**src/wstm_pkg.sv**
```systemverilog
`default_nettype none

package wstm_pkg;

    localparam int TEXT_BITS  = 8;
    localparam int LEN_BITS   = 4;
    localparam int TOTAL_BITS = 20;
    localparam int OUT_ROW_BITS = 20;
    localparam int OUT_COL_BITS = 16;
    localparam int CFG_DATA_BITS = 64;
    localparam int CFG_ADDR_BITS = 4;

    localparam logic [TEXT_BITS-1:0] CASE_OFFSET = 8'd32;  // 'a' - 'A'
    localparam logic [TEXT_BITS-1:0] CH_NEWLINE  = 8'h0A;
    localparam logic [TEXT_BITS-1:0] CH_TAB      = 8'h09;
    localparam logic [TEXT_BITS-1:0] CH_SPACE    = 8'h20;
    localparam logic [TEXT_BITS-1:0] CH_UPPER_A  = 8'h41;
    localparam logic [TEXT_BITS-1:0] CH_UPPER_Z  = 8'h5A;

    // register index codes (byte address bit 3)
    localparam logic REG_PATTERN_CHARS  = 1'b0;
    localparam logic REG_PATTERN_LENGTH = 1'b1;

    // result kinds
    localparam logic KIND_MATCH   = 1'b0;
    localparam logic KIND_SUMMARY = 1'b1;

    typedef struct packed {
        logic [TEXT_BITS-1:0] text_byte;
        logic                 end_of_text;
    } in_item_t;

    typedef struct packed {
        logic                    result_kind;
        logic [OUT_ROW_BITS-1:0] match_row;
        logic [OUT_COL_BITS-1:0] match_column;
        logic [TOTAL_BITS-1:0]   match_total;
    } out_item_t;

    // per-cycle control broadcast to every cell
    typedef struct packed {
        logic advance;  // a non-whitespace byte moves through the chain
        logic clear;    // drop all pending candidates
    } cell_ctl_t;

    function automatic logic [TEXT_BITS-1:0] to_lower(input logic [TEXT_BITS-1:0] c);
        logic [TEXT_BITS-1:0] r;
        r = c;
        if (c >= CH_UPPER_A && c <= CH_UPPER_Z) begin
            r = c + CASE_OFFSET;
        end
        return r;
    endfunction

    function automatic logic is_blank(input logic [TEXT_BITS-1:0] c);
        return (c == CH_NEWLINE) || (c == CH_TAB) || (c == CH_SPACE);
    endfunction

endpackage

`default_nettype wire

```
**src/whitespace_skipping_text_matcher_top.sv**
```systemverilog
`default_nettype none

// Whitespace-skipping, case-insensitive pattern search over a byte stream.
//
// Input channel (s_*): one transfer carries one text byte, or an end-of-text
// marker. Bytes A-Z are folded to lower case; space, tab and newline inside a
// match are skipped. Overlapping matches are all reported.
// Output channel (m_*): a match result (row/column of the match start and the
// running total) when the last pattern character arrives, and a summary with
// the final total for every end-of-text transfer.
// Throughput: one byte per cycle while s_ready is high. Results are held in the
// output or skid register. Per-character comparison happens in a chain of
// MAX_PATTERN cells, each holding one partial match and passing it on.
// Output buffering is two deep (output register plus skid register), so the
// block keeps taking bytes while one result waits; s_ready drops only while
// both entries are full, i.e. when the receiver stalls for long.
// Reset (aresetn low, synchronous): position 1/1, total 0, no candidates,
// pattern 0, length 1. End of text returns position and total to reset
// values. APB: pattern_chars at 0x0, pattern_length at 0x8; any write drops
// pending candidates.
module whitespace_skipping_text_matcher_top
    import wstm_pkg::*;
#(
    parameter int MAX_PATTERN = 8,
    parameter int ROW_BITS    = 20,
    parameter int COLUMN_BITS = 16
) (
    input  wire logic                     aclk,
    input  wire logic                     aresetn,
    // text input
    input  wire logic                     s_valid,
    output logic                          s_ready,
    input  wire in_item_t                 s_data,
    // results
    output logic                          m_valid,
    input  wire logic                     m_ready,
    output out_item_t                     m_data,
    // configuration
    input  wire logic                     psel,
    input  wire logic                     penable,
    input  wire logic                     pwrite,
    input  wire logic [CFG_ADDR_BITS-1:0] paddr,
    input  wire logic [CFG_DATA_BITS-1:0] pwdata,
    output logic [CFG_DATA_BITS-1:0]      prdata,
    output logic                          pready
);

    // ---------------- configuration registers ----------------
    logic [CFG_DATA_BITS-1:0] pattern_reg;
    logic [LEN_BITS-1:0]      length_reg;
    logic                     cfg_wr;
    logic                     reg_sel;

    assign pready  = 1'b1;
    assign reg_sel = paddr[3];
    assign cfg_wr  = psel && penable && pwrite && pready;

    always_ff @(posedge aclk) begin
        if (!aresetn) begin
            pattern_reg <= '0;
            length_reg  <= LEN_BITS'(1);
        end else if (cfg_wr) begin
            unique case (reg_sel)
                REG_PATTERN_CHARS:  pattern_reg <= pwdata;
                REG_PATTERN_LENGTH: length_reg  <= pwdata[LEN_BITS-1:0];
                default: ;
            endcase
        end
    end

    always_comb begin
        unique case (reg_sel)
            REG_PATTERN_CHARS:  prdata = pattern_reg;
            REG_PATTERN_LENGTH: prdata = {{(CFG_DATA_BITS-LEN_BITS){1'b0}}, length_reg};
            default:            prdata = '0;
        endcase
    end

    // length clamped to 1..MAX_PATTERN
    logic [LEN_BITS-1:0] len_eff;
    always_comb begin
        priority if (length_reg == '0) begin
            len_eff = LEN_BITS'(1);
        end else if (length_reg > LEN_BITS'(MAX_PATTERN)) begin
            len_eff = LEN_BITS'(MAX_PATTERN);
        end else begin
            len_eff = length_reg;
        end
    end

    // ---------------- input decode ----------------
    logic                 in_xfer;
    logic                 eot_xfer;
    logic                 byte_xfer;
    logic [TEXT_BITS-1:0] lc_byte;
    logic                 blank;

    assign in_xfer   = s_valid && s_ready;
    assign eot_xfer  = in_xfer && s_data.end_of_text;
    assign byte_xfer = in_xfer && !s_data.end_of_text;
    assign lc_byte   = to_lower(s_data.text_byte);
    assign blank     = is_blank(lc_byte);

    // ---------------- position and total ----------------
    logic [ROW_BITS-1:0]    row_reg, row_next;
    logic [COLUMN_BITS-1:0] col_reg, col_next;
    logic [TOTAL_BITS-1:0]  found_reg, found_next;
    logic [TOTAL_BITS-1:0]  found_inc;

    // ---------------- candidate chain ----------------
    cell_ctl_t              ctl;
    logic [MAX_PATTERN-1:0] cand_valid;
    logic [MAX_PATTERN-1:0] cell_hit;
    logic [MAX_PATTERN-1:0] left_valid;
    logic [ROW_BITS-1:0]    cand_row [MAX_PATTERN];
    logic [COLUMN_BITS-1:0] cand_col [MAX_PATTERN];
    logic [ROW_BITS-1:0]    left_row [MAX_PATTERN];
    logic [COLUMN_BITS-1:0] left_col [MAX_PATTERN];

    assign ctl.advance = byte_xfer && !blank;
    assign ctl.clear   = cfg_wr || eot_xfer;

    // cell 0 starts a candidate at the current position
    assign left_valid[0] = 1'b1;
    assign left_row[0]   = row_reg;
    assign left_col[0]   = col_reg;

    for (genvar k = 0; k < MAX_PATTERN; k++) begin : g_cell
        if (k > 0) begin : g_link
            assign left_valid[k] = cand_valid[k-1];
            assign left_row[k]   = cand_row[k-1];
            assign left_col[k]   = cand_col[k-1];
        end

        wstm_cell #(
            .ROW_BITS    (ROW_BITS),
            .COLUMN_BITS (COLUMN_BITS)
        ) u_cell (
            .aclk       (aclk),
            .aresetn    (aresetn),
            .ctl        (ctl),
            .text_char  (lc_byte),
            .pat_char   (pattern_reg[TEXT_BITS*k +: TEXT_BITS]),
            .keep       ((LEN_BITS'(k) + LEN_BITS'(1)) < len_eff),
            .is_last    ((LEN_BITS'(k) + LEN_BITS'(1)) == len_eff),
            .left_valid (left_valid[k]),
            .left_row   (left_row[k]),
            .left_col   (left_col[k]),
            .valid      (cand_valid[k]),
            .row        (cand_row[k]),
            .col        (cand_col[k]),
            .hit        (cell_hit[k])
        );
    end

    // only the cell at the pattern end can hit, so an OR-mux suffices
    logic                   hit_any;
    logic [ROW_BITS-1:0]    hit_row;
    logic [COLUMN_BITS-1:0] hit_col;

    always_comb begin
        hit_row = '0;
        hit_col = '0;
        for (int k = 0; k < MAX_PATTERN; k++) begin
            hit_row = hit_row | (cell_hit[k] ? left_row[k] : '0);
            hit_col = hit_col | (cell_hit[k] ? left_col[k] : '0);
        end
    end

    assign hit_any   = |cell_hit;
    assign found_inc = (found_reg != '1) ? found_reg + TOTAL_BITS'(1) : found_reg;

    always_comb begin
        row_next   = row_reg;
        col_next   = col_reg;
        found_next = found_reg;
        if (eot_xfer) begin
            row_next   = ROW_BITS'(1);
            col_next   = COLUMN_BITS'(1);
            found_next = '0;
        end else if (byte_xfer) begin
            if (lc_byte == CH_NEWLINE) begin
                if (row_reg != '1) begin
                    row_next = row_reg + ROW_BITS'(1);
                end
                col_next = COLUMN_BITS'(1);
            end else if (col_reg != '1) begin
                col_next = col_reg + COLUMN_BITS'(1);
            end
            if (hit_any) begin
                found_next = found_inc;
            end
        end
    end

    always_ff @(posedge aclk) begin
        if (!aresetn) begin
            row_reg   <= ROW_BITS'(1);
            col_reg   <= COLUMN_BITS'(1);
            found_reg <= '0;
        end else begin
            row_reg   <= row_next;
            col_reg   <= col_next;
            found_reg <= found_next;
        end
    end

    // ---------------- result assembly ----------------
    logic      res_valid;
    out_item_t res;

    assign res_valid = eot_xfer || (byte_xfer && hit_any);

    always_comb begin
        if (s_data.end_of_text) begin
            res.result_kind  = KIND_SUMMARY;
            res.match_row    = '0;
            res.match_column = '0;
            res.match_total  = found_reg;
        end else begin
            res.result_kind  = KIND_MATCH;
            res.match_row    = OUT_ROW_BITS'(hit_row);
            res.match_column = OUT_COL_BITS'(hit_col);
            res.match_total  = found_inc;
        end
    end

    // ---------------- two-entry output buffer ----------------
    logic      m_valid_reg, m_valid_next;
    out_item_t m_data_reg, m_data_next;
    logic      skid_valid_reg, skid_valid_next;
    out_item_t skid_data_reg, skid_data_next;
    logic      pop;

    assign pop     = m_valid_reg && m_ready;
    assign s_ready = !skid_valid_reg;

    always_comb begin
        m_valid_next    = m_valid_reg;
        m_data_next     = m_data_reg;
        skid_valid_next = skid_valid_reg;
        skid_data_next  = skid_data_reg;
        if (skid_valid_reg) begin
            // no input transfer possible while the skid entry is full
            if (pop) begin
                m_data_next     = skid_data_reg;
                skid_valid_next = 1'b0;
            end
        end else if (res_valid && (!m_valid_reg || pop)) begin
            m_valid_next = 1'b1;
            m_data_next  = res;
        end else if (res_valid) begin
            skid_valid_next = 1'b1;
            skid_data_next  = res;
        end else if (pop) begin
            m_valid_next = 1'b0;
        end
    end

    always_ff @(posedge aclk) begin
        if (!aresetn) begin
            m_valid_reg    <= 1'b0;
            skid_valid_reg <= 1'b0;
        end else begin
            m_valid_reg    <= m_valid_next;
            skid_valid_reg <= skid_valid_next;
        end
        m_data_reg    <= m_data_next;
        skid_data_reg <= skid_data_next;
    end

    assign m_valid = m_valid_reg;
    assign m_data  = m_data_reg;

    // ---------------- assertions ----------------
    // skid entry is only ever filled behind a held output entry
    a_skid_behind_out: assert property (@(posedge aclk) disable iff (!aresetn)
        skid_valid_reg |-> m_valid_reg)
        else $error("skid entry valid without output entry");

    // at most one cell completes the pattern per byte
    a_single_hit: assert property (@(posedge aclk) disable iff (!aresetn)
        $onehot0(cell_hit))
        else $error("more than one cell hit");

    // end of text drops candidates and restarts position and total
    a_eot_restart: assert property (@(posedge aclk) disable iff (!aresetn)
        eot_xfer |=> (cand_valid == '0) && (found_reg == '0)
                     && (row_reg == ROW_BITS'(1)) && (col_reg == COLUMN_BITS'(1)))
        else $error("state not restarted after end of text");

    // a configuration write drops every pending candidate
    a_cfg_clears: assert property (@(posedge aclk) disable iff (!aresetn)
        cfg_wr |=> (cand_valid == '0))
        else $error("candidates survived a configuration write");

endmodule

`default_nettype wire

```
**src/wstm_cell.sv**
```systemverilog
`default_nettype none

// One candidate slot: holds the start position of a partial match.
module wstm_cell
    import wstm_pkg::*;
#(
    parameter int ROW_BITS    = 20,
    parameter int COLUMN_BITS = 16
) (
    input  wire logic                   aclk,
    input  wire logic                   aresetn,
    input  wire cell_ctl_t              ctl,
    input  wire logic [TEXT_BITS-1:0]   text_char,
    input  wire logic [TEXT_BITS-1:0]   pat_char,
    input  wire logic                   keep,      // slot lies below the last one
    input  wire logic                   is_last,   // slot completes the pattern
    input  wire logic                   left_valid,
    input  wire logic [ROW_BITS-1:0]    left_row,
    input  wire logic [COLUMN_BITS-1:0] left_col,
    output logic                        valid,
    output logic [ROW_BITS-1:0]         row,
    output logic [COLUMN_BITS-1:0]      col,
    output logic                        hit
);

    logic                   valid_reg, valid_next;
    logic [ROW_BITS-1:0]    row_reg, row_next;
    logic [COLUMN_BITS-1:0] col_reg, col_next;
    logic                   match;

    assign match = left_valid && (text_char == pat_char);
    assign hit   = ctl.advance && match && is_last;

    always_comb begin
        valid_next = valid_reg;
        row_next   = row_reg;
        col_next   = col_reg;
        if (ctl.clear) begin
            valid_next = 1'b0;
        end else if (ctl.advance) begin
            valid_next = match && keep;
            row_next   = left_row;
            col_next   = left_col;
        end
    end

    always_ff @(posedge aclk) begin
        if (!aresetn) begin
            valid_reg <= 1'b0;
        end else begin
            valid_reg <= valid_next;
        end
        row_reg <= row_next;
        col_reg <= col_next;
    end

    assign valid = valid_reg;
    assign row   = row_reg;
    assign col   = col_reg;

endmodule

`default_nettype wire
```
**config.mk**
```make
export PLATFORM = sky130hd
export DESIGN_NAME = whitespace_skipping_text_matcher_top
export DESIGN_NICKNAME = d
export VERILOG_FILES = /design/src/wstm_pkg.sv /design/src/whitespace_skipping_text_matcher_top.sv /design/src/wstm_cell.sv
export SDC_FILE = /design/constraint.sdc
export NUM_CORES = 1
export LEC_CHECK = 0
export ABC_AREA = 1
export BUFFER_PORTS_ARGS = -buffer_cell sky130_fd_sc_hd__buf_2
export CAP_MARGIN = 15
export CORE_AREA = 5 5 227 229
export CTS_CLUSTER_SIZE = 30
export DETAILED_ROUTE_END_ITERATION = 10
export DIE_AREA = 0 0 232 234
export GPL_ROUTABILITY_DRIVEN = 0
export HOLD_SLACK_MARGIN = 0.12
export PLACE_DENSITY = 0.75
export SLEW_MARGIN = 20
export SYNTH_ARGS = -nofsm -noshare
export SYNTH_HDL_FRONTEND = slang
export SYNTH_SLANG_ARGS = --single-unit
export TNS_END_PERCENT = 50
```
**constraint.sdc**
```tcl
create_clock -name aclk -period 14.02 [get_ports aclk]
set_input_delay 2.103 -clock aclk [delete_from_list [all_inputs] [get_ports aclk]]
set_output_delay 2.103 -clock aclk [all_outputs]
set_load 0.01 [all_outputs]
```
==> results.py, run 1 <==
metrics = {
    "synthesis": {
        "yosys.area.top_type_share_pct": 49.1,
        "synth_ff_type": "edfxtp_1",
        "yosysMostFrequentCell": "nand2_1",
        "synth_simple_gate_area_share_pct": 21.6,
        "synth_top_family_by_area": "simple AND/OR/NAND/NOR gates",
        "yosys-top-cells-area": "edfxtp_1 49%, dfxtp_1 12%, nand2_1 8.6%",
        "synthCells": 2357,
        "synth-adder-area-share_pct": 0.224,
        "synth_compound_area_share_pct": 8.58,
        "ys_seq_area_share_pct": 61.0,
        "synth.cell_area_sq_um": 22400,
        "ys.warnings.count": 0,
        "avgSynthCellArea_sq_um": 9.49,
        "synth.area.mux_share_pct": 0,
        "synth_edf_count": 366,
        "async_flop_share_pct": 0,
        "synth_fp_nets": 2445,
        "synth_top_area_cell": "edfxtp_1",
        "synthXorXnorAreaFrac_pct": 1.61,
        "synth_cell_type_count": 46,
        "ys_seq_elements": 499,
        "synth_common_cells": "513 x nand2_1, 366 x edfxtp_1, 258 x inv_1, 227 x nor2_1, 199 x o21ai_0",
    },
    "critical_path": {
        "reg2reg_depth": 13,
        "setup.worst_path.start_class": "input port",
        "worstPathMaxFanout": 54,
        "slowest_stage": "buf_4",
        "worstSetupPathType": "in2reg",
        "reg2reg_slack_ns": 8.35,
        "worstPathArrival_ns": 7.17,
        "worst_r2r_endpoint": "m_data[39]$_DFFE_PP_",
        "cp-end-kind": "flip-flop",
        "cpPeakStageDelay_ns": 0.66,
        "crit_chain": "buf_2 -> inv_1 -> nor2_1 -> nand2_2 -> nand2_4 -> nand3_4 -> nand2_1 -> nand2_2 -> nand3_1 -> nor2_4 -> nor2_8 -> buf_4 -> nand3_1 -> nand2_1 -> nor2_4 -> nand2_8 -> nor2_1 -> o22ai_4 -> buf_4",
        "critPathRequiredTime_ns": 14.24,
        "reg2reg_from": "skid_valid_reg$_SDFF_PN0_",
    },
    "grt": {
        "grt_max_degree": 121,
        "grt_antenna_before_repair": 3,
        "grt_pass1_wl_um": 93800,
        "grt-ovfl-total": 0,
        "grt_pass1_vias": 17300,
        "grt_usage_pct": 21.5,
    },
    "timing": {
        "finalCritPeriodShare_pct": 49.6,
        "skew_ns": 0.0400,
        "slew_headroom_pct": 27.7,
        "post-route-min-period_ns": 6.95,
        "final.setup.tns_ns": 0,
        "fmax_ghz": 0.144,
        "hold_viol": 0,
        "rsz0062_at_grt": "false",
        "max_slew.worst_pin.slew_ns": 1.08,
        "setup_viol": 0,
        "timing_max_transition_violations_final": 0,
        "fin_ws_ns": 7.07,
    },
    "layout": {
        "final_util_pct": 51.6,
        "largest_register_ffs": 140,
        "nNetsFinal": 2612,
        "regArea_sq_um": 13700,
        "multiInputGateArea_sq_um": 7230,
        "fin_area_sq_um": 25500,
        "syn_to_final_growth_pct": 14.0,
        "final.fill_count": 4423,
        "drive_gt1_share_pct": 15.4,
    },
    "pwr": {
        "power.density_nw_per_um2": 122,
        "power_frac_clock_pct": 42.7,
        "p_seq_share_pct": 52.8,
        "switching_power_uw": 710,
        "swShare_pct": 22.9,
        "power_leakage_uw": 0.0102,
        "ir_drop_mv": 0.0816,
        "comb_power_share_pct": 4.5,
        "power_uw": 3100,
        "intPower_uw": 2390,
    },
    "clock_tree": {
        "cts_buffers": 52,
        "post-cts-setup-buffer-count": 0,
        "clock_path_buffers": 3,
        "cts_root_buffer": "clkbuf_16",
        "clk_pin_slew_ns": 0.06,
        "clock_latency_ns": 0.62,
        "htree_levels": 2,
        "clock-sinks": 499,
        "cts_tree": "built",
        "post_cts_resize_count": 0,
        "ctsHoldBuffers": 0,
    },
    "floorplan": {
        "dieArea_sq_um": 54300,
        "die_x_um": 232,
        "io_pins": 208,
        "rows": 82,
        "fp.coreArea_sq_um": 49500,
        "initial_utilization_pct": 45.2,
        "die_y_um": 234,
    },
    "hold_path": {
        "min_to": "g_cell[4].u_cell.col[5]$_DFFE_PP_",
        "holdCritStartpoint": "g_cell[3].u_cell.col[5]$_DFFE_PP_",
        "hp-class": "reg2reg",
        "holdPathStages": 0,
    },
    "place": {
        "port_buffers": 203,
        "pre_cts_ws_ns": 6.52,
        "dpl.hpwl_um": 38200,
        "dpl_cell_area_sq_um": 23900,
    },
    "flow_run": {
        "maxCapViolations": 0,
    },
    "route": {
        "routed_wl_um": 59700,
        "route.detailed.drc": 0,
        "avgViaCountPerCell": 5.41,
        "first_pass_iters": 5,
        "drtIter0Drc": 1633,
        "drtAntennaViolNets": 0,
        "routedWlPerCell_um": 18.4,
        "vias": 17500,
    },
    "run_status": {
        "outcome": "complete, no violations",
    },
}
## how the worst max path moves through the flow
stage,startpoint,end,slack (ns),cells past startpoint
3_3_place_gp,s_data[4],m_data[30]$_DFFE_PP_,6.68,19
5_1_grt,s_data[4],m_data[41]$_DFFE_PP_,6.81,19
3_5_place_dp,s_data[4],m_data[30]$_DFFE_PP_,6.52,19
2_1_floorplan,s_data[5],g_cell[0].u_cell.col[0]$_DFFE_PP_,3.22,14
4_1_cts,s_data[4],m_data[39]$_DFFE_PP_,7.16,19
6_report,s_data[4],m_data[39]$_DFFE_PP_,7.07,19
## power groups by stage
stage / clock [uW] / combinational, uW / sequential (uW)
finish: 1320 / 138 / 1640
global route: 1410 / 152 / 1640
CTS: 1340 / 138 / 1640
detailed placement: 0 / 138 / 1670
global placement: 0 / 133 / 1670
floorplan: 0 / 84.3 / 1670
## area by class of cell
cell class	count	area share, %
diodes	1	0.00981
clock buffers	74	5.58
clock inverters	23	0.834
inverters	269	3.98
multi-input cells	1484	28.3
flip-flops and latches	499	53.5
well taps	672	3.30
repair buffers	218	4.45
## logic make-up (layout without fill, tap and decap cells)
family                   Yosys count  count (layout)
AND/OR/NAND/NOR                 1074            1074
flip-flops                       499             499
other                              1               2
adder cells (fa/ha/maj)            4               4
AO/OA/AOI/OAI                    364             364
buffers and inverters            374             584
XOR/XNOR                          41              41
## per-stage QoR
step                hold WS [ns]  std cells
floorplan                  0.426       2357
global placement           0.428       3142
detailed placement         0.432       3142
CTS                        0.430       3239
global route               0.438       3239
finish                     0.430       3240
## metal layers
layer / global-route usage, % / up-vias / routed length, um
li1: - / 8271 / -
met1: 29.3 / 8270 / 24500
met2: 34.5 / 865 / 27500
met3: 4.49 / 125 / 5860
met4: 7.79 / 2 / 1810
met5: 0 / - / 13
## layout by cell type, fill, tap and decap left out, types with 52 or more instances in the layout
cell and instances:
nand4_1 95, buf_2 203, nand2_1 513, inv_1 256, edfxtp_1 366, nand3_1 125
nor2_1 221, dfxtp_1 133, clkbuf_16 52, o21ai_0 199, a21oi_1 121
## worst max-delay path: cells and delay by family
| family | cells | cell delay, ns |
|---|---|---|
| AND/OR/NAND/NOR | 14 | 2.91 |
| buffers and inverters | 4 | 1.78 |
| AO/OA/AOI/OAI | 1 | 0.24 |
No activity file was read; power rests on OpenSTA's default activity.
==> run 2, diff against run 1 <==
--- a/config.mk
+++ b/config.mk
@@ -14,7 +14,7 @@
 export DIE_AREA = 0 0 232 234
 export GPL_ROUTABILITY_DRIVEN = 0
 export HOLD_SLACK_MARGIN = 0.12
-export PLACE_DENSITY = 0.75
+export PLACE_DENSITY = 0.73
 export SLEW_MARGIN = 20
 export SYNTH_ARGS = -nofsm -noshare
 export SYNTH_HDL_FRONTEND = slang
==> constraint.sdc (replaced) <==
create_clock -name aclk -period 6.41 [get_ports aclk]
set_input_delay 0.9615 -clock aclk [delete_from_list [all_inputs] [get_ports aclk]]
set_output_delay 0.9615 -clock aclk [all_outputs]
set_load 0.01 [all_outputs]
==> run 2 against run 1 <==
Non-clock buffer count grew 8. Critical path depth is the same. Sequential power grew 120%. Final cell count grew 0.12%. Utilization grew 0.41 points. Clock-buffer cell count shrank 5. Global-route usage is essentially flat. Final area grew 0.80%. Largest power group unchanged. Highest routed layer unchanged.
==> results.py, run 2 (synthesis gave the netlist of run 1 again) <==
metrics = {
    "run_status": {
        "outcome": "complete, no violations",
    },
    "timing": {
        "final.setup.tns_ns": 0,
        "finalCritPeriodShare_pct": 66.3,
        "slew_headroom_pct": 26.6,
        "setup_viol": 0,
        "timing_max_transition_violations_final": 0,
        "hold_viol": 0,
        "post-route-min-period_ns": 4.25,
        "rsz0062_at_grt": "false",
        "whs_ns": 0.442,
        "max_slew.worst_pin.slew_ns": 1.10,
        "fmax_ghz": 0.235,
        "skew_ns": 0.0152,
    },
    "grt": {
        "grt_pass1_vias": 17200,
        "grt-ovfl-total": 0,
        "grt_max_degree": 95,
        "grt_antenna_before_repair": 3,
        "grt_pass1_wl_um": 93500,
        "grt_usage_pct": 21.5,
    },
    "clock_tree": {
        "clock-sinks": 499,
        "clock_latency_ns": 0.60,
        "clk_pin_slew_ns": 0.06,
        "cts_tree": "built",
        "cts_buffers": 52,
        "post_cts_resize_count": 0,
        "post-cts-setup-buffer-count": 0,
        "ctsHoldBuffers": 0,
        "clock_path_buffers": 3,
        "cts_root_buffer": "clkbuf_16",
        "htree_levels": 2,
    },
    "flow_run": {
        "maxCapViolations": 0,
    },
    "place": {
        "dpl_cell_area_sq_um": 24000,
        "dpl.cell_count": 3150,
        "dpl.hpwl_um": 37900,
        "port_buffers": 203,
    },
    "floorplan": {
        "dieArea_sq_um": 54300,
        "die_y_um": 234,
        "io_pins": 208,
        "die_x_um": 232,
        "initial_utilization_pct": 45.2,
        "fp.coreArea_sq_um": 49500,
        "rows": 82,
    },
    "critical_path": {
        "critPathRequiredTime_ns": 6.68,
        "worstSetupPathType": "in2reg",
        "cp-end-kind": "flip-flop",
        "setup.worst_path.start_class": "input port",
        "reg2reg_from": "length_reg[2]$_SDFFE_PN0P_",
        "cpPeakStageDelay_ns": 0.39,
        "reg2reg_depth": 9,
        "reg2reg_slack_ns": 2.78,
        "path_common_cell": "nand2_1",
        "slowest_stage": "buf_4",
        "worstPathMaxFanout": 30,
        "crit_chain": "buf_2 -> inv_1 -> nor2_1 -> nand2_2 -> nand2_4 -> nand4_4 -> nand2_4 -> nand2_1 -> nand2_1 -> nand2_1 -> nor2_4 -> nand3_2 -> buf_4 -> nand2_1 -> nor2_4 -> nand3_1 -> nand2_1 -> inv_2 -> buf_4",
        "worst_r2r_endpoint": "skid_data_reg[24]$_DFFE_PP_",
        "worstPathArrival_ns": 4.52,
    },
    "hold_path": {
        "holdPathStages": 0,
        "min_to": "g_cell[6].u_cell.col[1]$_DFFE_PP_",
        "holdCritStartpoint": "g_cell[5].u_cell.col[1]$_DFFE_PP_",
        "hp-class": "reg2reg",
    },
    "layout": {
        "drive_gt1_share_pct": 15.9,
        "largest_register_ffs": 140,
        "fin_area_sq_um": 25700,
        "final.fill_count": 4405,
        "multiInputGateArea_sq_um": 7260,
        "final_common_cell": "nand2_1",
        "nNetsFinal": 2620,
        "instances_no_fill": 3244,
        "diodes": 0,
        "syn_to_final_growth_pct": 14.9,
        "layout_common_cells": "512 x nand2_1, 366 x edfxtp_1, 255 x inv_1",
        "regArea_sq_um": 13700,
    },
    "route": {
        "vias": 17500,
        "drtIter0Drc": 1784,
        "route.detailed.drc": 0,
        "avgViaCountPerCell": 5.40,
        "routedWlPerCell_um": 18.3,
        "routed_wl_um": 59500,
        "drtAntennaViolNets": 0,
        "first_pass_iters": 5,
    },
    "pwr": {
        "power_leakage_uw": 0.0103,
        "power.density_nw_per_um2": 269,
        "ir_drop_mv": 0.223,
        "power_uw": 6920,
    },
}
-- run 2: how the worst max path moves through the flow --
| stage | cells past startpoint | end | from |
|---|---|---|---|
| final | 19 | skid_data_reg[24]$_DFFE_PP_ | s_data[4] |
| after global routing | 19 | skid_data_reg[24]$_DFFE_PP_ | s_data[4] |
| after CTS | 19 | skid_data_reg[24]$_DFFE_PP_ | s_data[4] |
| after detailed placement | 19 | skid_data_reg[28]$_DFFE_PP_ | s_data[4] |
| after global placement | 19 | skid_data_reg[32]$_DFFE_PP_ | s_data[4] |
| after floorplan | 14 | g_cell[0].u_cell.col[0]$_DFFE_PP_ | s_data[3] |
-- run 2: worst max-delay path, delay by kind of cell --
kind                   cells  cell delay (ns)
and+or+nand+nor           14             1.94
buffers and inverters      5             1.56
-- run 2: final cells by class --
cell class,instances,share of cell area (%)
Sequential cell,499,53.1
Inverter,269,3.98
Clock buffer,69,5.49
Timing Repair Buffer,226,4.87
Tap cell,672,3.27
Multi-Input combinational cell,1484,28.2
Clock inverter,25,1.07
-- run 2: per-layer routing --
metal / track usage [%] / routed length [um]
met3: 4.23 / 5560
met1: 29.1 / 24600
met2: 34.9 / 27300
met5: 0 / 23
met4: 7.85 / 1960
-- run 2: through the flow --
step	setup slack, ns	utilization, %
final	2.16	52.0
after floorplan	-0.151	-
after detailed placement	1.58	48.6
after global routing	1.96	52.0
after global placement	1.62	48.6
after CTS	2.22	52.0
-- run 2: power by group --
part	total, uW	internal, uW	switching, uW	leakage (uW)
Sequential	3580	3540	39.2	0.00458
Clock	3030	1750	1280	0.000829
Combinational	311	87.6	224	0.00488
Total	6920	5380	1540	0.0103
==> run 3, diff against run 2 <==
==> constraint.sdc (replaced) <==
create_clock -name aclk -period 4.4 [get_ports aclk]
set_input_delay 0.66 -clock aclk [delete_from_list [all_inputs] [get_ports aclk]]
set_output_delay 0.66 -clock aclk [all_outputs]
set_load 0.01 [all_outputs]
==> run 3 against run 2 <==
Largest power group unchanged. Critical path depth stayed put. Via count up 0.65%. Clock skew shrank 0.0015 ns. First-iteration DRC count down 17%. Sequential power is 46% higher. Routed wire length increased by 1.9%. Setup slack got worse by 1.0 ns. Clock power rose by 46%. Final area rose by 0.56%. Sequential share of layout area decreased by 0.30 points. Hold slack lost 0.11 ns. Clock-buffer cell count decreased by 5.
==> results.py, run 3 (synthesis gave the netlist of run 1 again) <==
metrics = {
    "run_status": {
        "outcome": "complete, no violations",
    },
    "route": {
        "routedWlPerCell_um": 18.6,
        "routed_wl_um": 60600,
        "vias": 17600,
        "first_pass_iters": 6,
        "drtIter0Drc": 1472,
        "drtAntennaViolNets": 0,
        "avgViaCountPerCell": 5.40,
        "route.detailed.drc": 0,
    },
    "critical_path": {
        "worstPathMaxFanout": 36,
        "critPathRequiredTime_ns": 4.87,
        "setup.worst_path.start_class": "input port",
        "reg2reg_depth": 15,
        "cp-end-kind": "flip-flop",
        "worstSetupPathType": "in2reg",
        "worstPathArrival_ns": 3.73,
    },
    "hold_path": {
        "holdPathStages": 3,
        "hp-class": "in2reg",
    },
    "grt": {
        "grt_usage_pct": 22.0,
        "grt_max_degree": 87,
        "grt_pass1_vias": 17500,
        "grt_antenna_before_repair": 2,
        "grt_pass1_wl_um": 95400,
        "grt-ovfl-total": 0,
    },
    "layout": {
        "final_common_cell": "nand2_1",
        "nNetsFinal": 2638,
        "diodes": 0,
        "final_util_pct": 52.3,
        "layout_common_cells": "512 x nand2_1, 366 x edfxtp_1, 255 x inv_1",
        "syn_to_final_growth_pct": 15.6,
        "drive_gt1_share_pct": 16.4,
        "fin_area_sq_um": 25900,
        "largest_register_ffs": 140,
    },
    "clock_tree": {
        "cts_root_buffer": "clkbuf_16",
        "ctsHoldBuffers": 0,
        "htree_levels": 2,
        "cts_tree": "built",
        "clock-sinks": 499,
        "post_cts_resize_count": 0,
        "clock_path_buffers": 3,
        "post-cts-setup-buffer-count": 0,
        "clk_pin_slew_ns": 0.06,
        "cts_buffers": 52,
        "clock_latency_ns": 0.61,
    },
    "floorplan": {
        "initial_utilization_pct": 45.2,
        "dieArea_sq_um": 54300,
        "die_y_um": 234,
        "rows": 82,
        "fp.coreArea_sq_um": 49500,
        "io_pins": 208,
        "die_x_um": 232,
    },
    "timing": {
        "rsz0062_at_grt": "false",
        "finalCritPeriodShare_pct": 73.9,
        "fin_ws_ns": 1.15,
        "timing_max_transition_violations_final": 0,
        "slew_headroom_pct": 34.0,
        "max_slew.worst_pin.slew_ns": 0.991,
        "skew_ns": 0.0137,
        "fmax_ghz": 0.307,
        "whs_ns": 0.334,
        "post-route-min-period_ns": 3.25,
        "hold_viol": 0,
        "setup_viol": 0,
    },
    "pwr": {
        "ir_drop_mv": 0.293,
        "power.density_nw_per_um2": 390,
        "power_leakage_uw": 0.0104,
    },
    "flow_run": {
        "maxCapViolations": 0,
    },
    "place": {
        "dpl_cell_area_sq_um": 24200,
        "dpl.hpwl_um": 39200,
        "port_buffers": 203,
        "pre_cts_ws_ns": 0.526,
    },
}
-- run 3: changes by cell type in the layout (fill, tap and decap cells not counted), moves of 2 or more --
cell,before,now
buf_4,18,35
clkbuf_4,2,0
clkbuf_8,4,0
clkinv_16,0,2
clkinv_2,8,13
clkinvlp_4,1,4
nor2_2,5,7
nor2_4,13,10
-- run 3: area by class of cell --
type / instances / area, sq um
clock inverters: 33 / 357
repair buffers: 244 / 1400
clock buffers: 64 / 1350
multi-input cells: 1484 / 7240
inverters: 269 / 1020
fillers: 4417 / 23600
well taps: 672 / 841
flip-flops and latches: 499 / 13700
-- run 3: per-stage QoR --
| step | power [uW] | setup TNS (ns) | std cells |
|---|---|---|---|
| after floorplan | 5600 | -543.47 | 2357 |
| after global placement | 5760 | 0 | 3168 |
| after detailed placement | 5780 | 0 | 3168 |
| after CTS | 10200 | 0 | 3265 |
| after global routing | 10400 | 0 | 3265 |
| final | 10100 | 0 | 3265 |
-- run 3: report_power, final --
group / switching [uW] / internal (uW) / leakage, uW / total, uW
clock network: 1910 / 2490 / 0.000822 / 4410
logic: 332 / 134 / 0.00497 / 466
registers: 57.2 / 5160 / 0.00458 / 5220
total: 2300 / 7790 / 0.0104 / 10100
-- run 3: worst max-delay path: stages --
cell     delay, ns
buf_2         0.22
nor2_1        0.20
nand2_2       0.11
nand2_4       0.13
nand3_4       0.20
nand2_2       0.17
nand2_4       0.08
nand3_4       0.08
nand2_4       0.06
nor2_8        0.13
buf_4         0.25
nand3_2       0.11
inv_2         0.69
nand2_1       0.11
nand2_1       0.09
nor2_1        0.06
nand3_1       0.09
nand2_1       0.16
inv_1         0.10
-- run 3: routing by layer --
metal  track usage [%]  up-vias  share of wire (%)  wire length [um]
li1                  -     8321                  -                 -
met1              29.2     8270                 41             24700
met2              35.6      885                 46             28000
met3              5.38      135                9.7              5890
met4              7.64        4                3.3              2010
met5                 0        -              0.045                27
-- run 3: path summary, 6_finish.rpt --
| path | start | to | slack, ns |
|---|---|---|---|
| max | s_data[3] | m_data[22]$_DFFE_PP_ | 1.15 |
| min | pwdata[31] | pattern_reg[31]$_SDFFE_PN0P_ | 0.33 |
| max reg2reg | skid_valid_reg$_SDFF_PN0_ | m_data[22]$_DFFE_PP_ | 1.21 |
| min reg2reg | g_cell[3].u_cell.row[11]$_DFFE_PP_ | g_cell[4].u_cell.row[11]$_DFFE_PP_ | 0.44 |
